[config.mk]
export PLATFORM = sky130hd
export DESIGN_NAME = dhf_avg
export DESIGN_NICKNAME = d
export VERILOG_FILES = /design/src/design/dhf_pkg.sv /design/src/design/dhf_avg.sv
export SDC_FILE = /design/constraint.sdc
export NUM_CORES = 1
export LEC_CHECK = 0
export BUFFER_PORTS_ARGS = -buffer_cell sky130_fd_sc_hd__buf_4
export CAP_MARGIN = 5
export CORE_ASPECT_RATIO = 2
export CORE_MARGIN = 3
export CORE_UTILIZATION = 40
export DETAILED_ROUTE_END_ITERATION = 7
export PLACE_DENSITY = 0.65
export SYNTH_ARGS = -nofsm -noshare
export SYNTH_HDL_FRONTEND = slang
export SYNTH_SLANG_ARGS = --single-unit
[constraint.sdc]
create_clock -name vclk -period 8.4
set_input_delay 0.42 -clock vclk [all_inputs]
set_output_delay 0.42 -clock vclk [all_outputs]
set_load 0.01 [all_outputs]
[src/design/dhf_pkg.sv]
package dhf_pkg;

    // configuration register map
    localparam int                 CFG_INDEX_BITS   = 1;
    localparam int                 CFG_DATA_BITS    = 16;
    localparam int                 FW_BITS          = 12;
    localparam int                 FH_BITS          = 16;
    localparam logic [CFG_INDEX_BITS-1:0] REG_FRAME_WIDTH  = 1'd0;
    localparam logic [CFG_INDEX_BITS-1:0] REG_FRAME_HEIGHT = 1'd1;
    localparam logic [FW_BITS-1:0] FRAME_WIDTH_RESET  = 12'd640;
    localparam logic [FH_BITS-1:0] FRAME_HEIGHT_RESET = 16'd480;

    // floor(s / 3) == (s * 683) >> 11 for every s up to 1020
    localparam logic [10:0]        RECIP3       = 11'd683;
    localparam int                 RECIP3_SHIFT = 11;

    // blue in the low byte
    typedef struct packed {
        logic [7:0] red;
        logic [7:0] green;
        logic [7:0] blue;
    } pixel_t;

    typedef enum logic [0:0] {
        ST_IDLE,
        ST_CALC
    } state_t;

endpackage

[src/design/dhf_avg.sv]
module dhf_avg import dhf_pkg::*; (
    input  pixel_t up_left,
    input  pixel_t up_right,
    input  pixel_t low_left,
    input  pixel_t low_right,
    output pixel_t avg
);

    pixel_t      nb [4];
    logic [2:0]  cnt;
    logic [9:0]  sum  [3];
    logic [20:0] prod [3];
    logic [7:0]  quot [3];

    assign nb[0] = up_left;
    assign nb[1] = up_right;
    assign nb[2] = low_left;
    assign nb[3] = low_right;

    // black neighbors take no part in the average
    always_comb begin
        cnt = '0;
        for (int i = 0; i < 4; i++) begin
            cnt = cnt + 3'((nb[i] != '0) ? 1 : 0);
        end
    end

    always_comb begin
        for (int c = 0; c < 3; c++) begin
            sum[c] = '0;
            for (int i = 0; i < 4; i++) begin
                if (nb[i] != '0) begin
                    sum[c] = sum[c] + 10'(nb[i][8*c +: 8]);
                end
            end
            prod[c] = 21'(sum[c]) * 21'(RECIP3);
            case (cnt)
                3'd1:    quot[c] = sum[c][7:0];
                3'd2:    quot[c] = sum[c][8:1];
                3'd3:    quot[c] = prod[c][RECIP3_SHIFT +: 8];
                3'd4:    quot[c] = sum[c][9:2];
                default: quot[c] = '0;
            endcase
        end
    end

    assign avg = pixel_t'({quot[2], quot[1], quot[0]});

endmodule

==> results of run 1 <==
-- critical path, delay by kind of cell --
kind | cells | cell delay (ns)
AND/OR/NAND/NOR | 7 | 1.24
buffers and inverters | 10 | 0.94
adder cells (fa/ha/maj) | 9 | 3.08
AO/OA/AOI/OAI | 13 | 2.79
XOR/XNOR | 1 | 0.14
-- cell families (layout without fill, tap and decap cells) --
kind of cell               Yosys count  in the layout  synth area share, %
adders and majority gates          317            317                45.55
AOI/OAI and AO/OA                  303            303                20.82
and+or+nand+nor                    284            284                14.61
buffers and inverters              217            657                8.507
xor gates and xnor gates            85             85                7.817
muxes                               24             24                2.695
-- timing repair --
| action | 4_1_cts | 5_1_grt |
|---|---|---|
| cloned | 1 | 0 |
| buffers inserted | 68 | 7 |
| resized for setup | 218 | 26 |
| endpoints found under the setup margin | 24 | 24 |
| pin swaps | 110 | 30 |
-- through the flow --
stage	setup TNS [ns]	area (µm²)	std cells	setup slack, ns	utilization [%]
finish	-9.446	15120	1957	-0.6181	62.94
global route	-16.95	15120	1957	-0.9515	62.94
CTS	-6.941	14940	1950	-0.5120	62.19
detailed placement	-14.61	13370	1885	-0.8510	55.65
global placement	-11.38	13370	1885	-0.7300	55.65
floorplan	0	10070	1230	0.001140	-
-- per-layer routing --
metal | share of wire (%) | track usage (%) | routed length (µm)
met1 | 34 | 25.27 | 12230
met2 | 53 | 49.96 | 18880
met3 | 4.6 | 3.565 | 1643
met4 | 8.1 | 16.70 | 2871
met5 | 0 | 0 | 0
-- worst max path at each step --
stage | from | end | cells after the start
3_3_place_gp | up_right[18] | avg[15] | 41
6_report | up_right[3] | avg[23] | 40
4_1_cts | up_right[3] | avg[4] | 42
3_5_place_dp | up_right[18] | avg[13] | 42
5_1_grt | up_right[21] | avg[23] | 43
2_1_floorplan | up_left[16] | avg[23] | 39
-- cell usage in the layout (no fill, tap or decap), types with 18 or more instances in the layout --
cell type,count
nor2b_1,18
fa_1,61
buf_6,29
ha_1,210
o21ai_0,33
a21oi_2,20
inv_1,148
nor2_1,67
buf_4,458
xor2_1,30
ha_4,38
a21o_1,27
nand2_1,57
a21oi_1,52
nor4_1,19
xnor2_1,46
-- final cells by class --
type,instances,share of cell area [%]
Multi-Input combinational cell,1013,68.17
Timing Repair inverter,1,0.04137
Timing Repair Buffer,490,25.26
Inverter,166,4.154
Tap cell,287,2.375
==> run summary, run 1 <==
final antenna-violating net count -> 0
row count -> 80
gpl congestion -> 0.9774
Yosys warning count -> 0
Worst Hold End -> avg[0]
# setup viols final -> 23
Storage cell area -> 0 µm²
RSZ-0062 raised after global routing -> true
Slew @ Worst Pin -> 0.8751 ns
dpl hpwl -> 29.35 mm
Routed WL per cell -> 18.20 µm
Yosys top cell area share -> 32.06%
crit-path max FO -> 5
Clock Buffer Count -> 0
number of buffers inserted by port buffering -> 120
WS Path Type -> in2out
CP Launch Type -> primary input
Fin. Hold Viols -> 0
count leader, synth -> ha_1
diodes inserted -> 0
HP Start -> low_right[0]
Congestion Overflow GR -> 0
Post-CTS Hold Fix Bufs -> 0
drt initial violations -> 522
status -> complete, but fails checks
pin count of the biggest net entering global routing -> 31
failing checks -> setup timing
Post-Syn Area per Cell -> 7.964 µm²
Fmax -> 110.9 MHz
GRT Total Usage -> 26.11%
Synth top cells by count -> 251 x ha_1, 162 x inv_1, 78 x nor2_1
fin nets -> 2085
Post-Syn Nets -> 1643
routed vias -> 10860
Synth Instances -> 1230
most area-hungry cell type in the Yosys netlist -> ha_1
Core ar. -> 24020 µm²
CP max-delay cell -> fa_2
vias in the first global route -> 11780
Layout area overhead -> 54.36%
vias per cell -> 5.547
die height -> 227.3 µm
Cell variety after synth -> 78
final hold slack -> 1.681 ns
Worst slew margin -> 41.12%
post-synthesis sequential area ratio -> 0%
full die area -> 26520 µm²
ratio of cells with drive above 1 in the final layout -> 42.46%
first drt pass iteration count -> 5
CP endpoint kind -> output port
DRC Markers -> 0
Hold Crit Class -> in2out
CP Data Required Time -> 7.98 ns
FILL cells -> 1988
Multi-input gate area -> 10310 µm²
Min-Delay Path Depth -> 7
final period utilization -> 107.4%
Final Slew Violations -> 0
Max Cap Violations -> 0
initial core utilization -> 40.78%
Total Wirelength -> 35.62 mm
min Tclk post-route -> 9.018 ns
Crit path largest cell delay -> 0.55 ns
Die X -> 116.7 µm
Data arrival, critical path -> 8.60 ns
global-route wire length before repair -> 55.34 mm
post-route setup slack -> -0.6181 ns
Ports -> 120
initial antenna violation count -> 0
Mapped Area -> 9796 µm²
Synth area leaders -> ha_1 32%, fa_1 13%, inv_1 6.2%, xnor2_1 4.6%, a21oi_1 3.9%
seq_cells -> 0
Power of run 1 is not shown: default switching activity piles up to over one toggle a cycle in this logic, so the estimate is an artifact.
==> run 2, diff against run 1 <==
Settings changed: CORE_ASPECT_RATIO 2 to 0.5.
==> run 2 against run 1 <==
Net effect:
- the flow still finishes with violations (setup timing)
- global-route usage increased by 0.88 points
- flip-flop and latch count is the same
- via count increased by 3.5%
- count of clock-buffer cells in the layout unchanged
- critical path depth is 2 lower
- sequential share of layout area unchanged
- first-iteration DRC count grew 48%
- critical path type unchanged
- largest cell class unchanged
==> run summary, run 2 (synthesis results as in run 1) <==
Congestion Overflow GR -> 0 (unchanged)
diodes inserted -> 0 (unchanged)
initial core utilization -> 41.82% (was 40.78%)
Die X -> 227.3 µm (was 116.7 µm)
Crit path largest cell delay -> 0.58 ns (was 0.55 ns)
Core ar. -> 23420 µm² (was 24020 µm²)
DRC Markers -> 0 (unchanged)
fin nets -> 2107 (was 2085)
seq_cells -> 0 (unchanged)
Ports -> 120 (unchanged)
drt initial violations -> 770 (was 522)
initial antenna violation count -> 0 (unchanged)
pin count of the biggest net entering global routing -> 31 (unchanged)
FILL cells -> 1824 (was 1988)
final antenna-violating net count -> 0 (unchanged)
RSZ-0062 raised after global routing -> true (unchanged)
post-route design area -> 15500 µm² (was 15120 µm²)
post-route setup slack -> -0.7916 ns (was -0.6181 ns)
Worst slew margin -> 27.42% (was 41.12%)
Clock Buffer Count -> 0 (unchanged)
commonest non-fill, non-tap cell in the layout -> buf_4 (unchanged)
CP max-delay cell -> fa_1 (was fa_2)
dpl hpwl -> 29.78 mm (was 29.35 mm)
status -> complete, but fails checks (unchanged)
final period utilization -> 109.4% (was 107.4%)
routed vias -> 11230 (was 10860)
Max Cap Violations -> 0 (unchanged)
Fmax -> 108.8 MHz (was 110.9 MHz)
CP Launch Type -> primary input (unchanged)
failing checks -> setup timing (unchanged)
Storage cell area -> 0 µm² (unchanged)
CP endpoint kind -> output port (unchanged)
die height -> 116.7 µm (was 227.3 µm)
row count -> 39 (was 80)
global-route wire length before repair -> 57.55 mm (was 55.34 mm)
Total Wirelength -> 37.80 mm (was 35.62 mm)
Data arrival, critical path -> 8.77 ns (was 8.60 ns)
full die area -> 26520 µm² (unchanged)
Crit path top cell by count -> buf_4
Post-CTS Hold Fix Bufs -> 0 (unchanged)
vias in the first global route -> 11500 (was 11780)
Slew @ Worst Pin -> 1.081 ns (was 0.8751 ns)
min Tclk post-route -> 9.192 ns (was 9.018 ns)
vias per cell -> 5.618 (was 5.547)
WS Path Type -> in2out (unchanged)
CP Data Required Time -> 7.98 ns (about the same)
# setup viols final -> 23 (unchanged)
Routed WL per cell -> 18.91 µm (was 18.20 µm)
first drt pass iteration count -> 5 (unchanged)
ratio of cells with drive above 1 in the final layout -> 45.45% (was 42.46%)
Layout area overhead -> 58.27% (was 54.36%)
dpl cell area -> 13400 µm² (was 13370 µm²)
Final Slew Violations -> 0 (unchanged)
most frequent cells in the layout -> 480 x buf_4, 200 x ha_1, 146 x inv_1 (was 458 x buf_4, 210 x ha_1, 148 x inv_1)
number of buffers inserted by port buffering -> 120 (unchanged)
Hold Crit Class -> in2out (unchanged)
gpl congestion -> 0.9038 (was 0.9774)
crit-path max FO -> 3 (was 5)
Fin. Hold Viols -> 0 (unchanged)
GRT Total Usage -> 26.99% (was 26.11%)
run 2: cell types whose count changed in the layout (fill, tap and decap cells not counted), sizes merged:
cell,delta
buf,+22
run 2: layout make-up:
type / count / area [µm²] / area share (%)
well taps: 307 / 384.1 / 2.478
inverters: 166 / 630.6 / 4.067
multi-input cells: 1013 / 10520 / 67.82
repair buffers: 512 / 3968 / 25.59
repair inverters: 1 / 6.256 / 0.04035
run 2: metrics by stage:
| step | TNS, ns | setup slack [ns] | cells | utilization (%) | hold slack, ns |
|---|---|---|---|---|---|
| after global routing | -17.42 | -1.063 | 1999 | 66.19 | 1.683 |
| final | -11.54 | -0.7916 | 1999 | 66.19 | 1.629 |
| after global placement | -13.13 | -1.023 | 1907 | 57.20 | 1.636 |
| after CTS | -5.890 | -0.5319 | 1977 | 63.64 | 1.625 |
| after floorplan | 0 | 0.001140 | 1230 | - | 1.444 |
| after detailed placement | -19.28 | -1.141 | 1907 | 57.20 | 1.646 |
run 2: final timing paths:
check,startpoint,endpoint,slack [ns],cells after the start
hold / removal,low_right[0],avg[0],1.63,7
setup / recovery,up_right[10],avg[22],-0.79,38
run 2: per-layer routing:
metal | up-vias | wire length, µm | track usage [%]
met5 | - | 0 | 0
met4 | 0 | 1117 | 6.636
met2 | 437 | 17680 | 47.99
met3 | 98 | 2735 | 2.536
li1 | 5301 | - | -
met1 | 5394 | 16270 | 35.65
run 2: timing repair:
action                     CTS  global route
pin swaps                  142            47
setup buffers               73            22
resized for setup          212            75
hold endpoints to repair     0             0
gates cloned                 1             0
setup endpoints to repair   24            24
run 2: critical path: cells and delay by family:
family                     cells  cell delay [ns]
adders and majority gates      8             2.80
AOI/OAI and AO/OA             13             2.65
and+or+nand+nor                7             1.20
buffers and inverters          7             1.04
xor gates and xnor gates       2             0.44
muxes                          1             0.22
Power of run 2 is left out for the same reason.
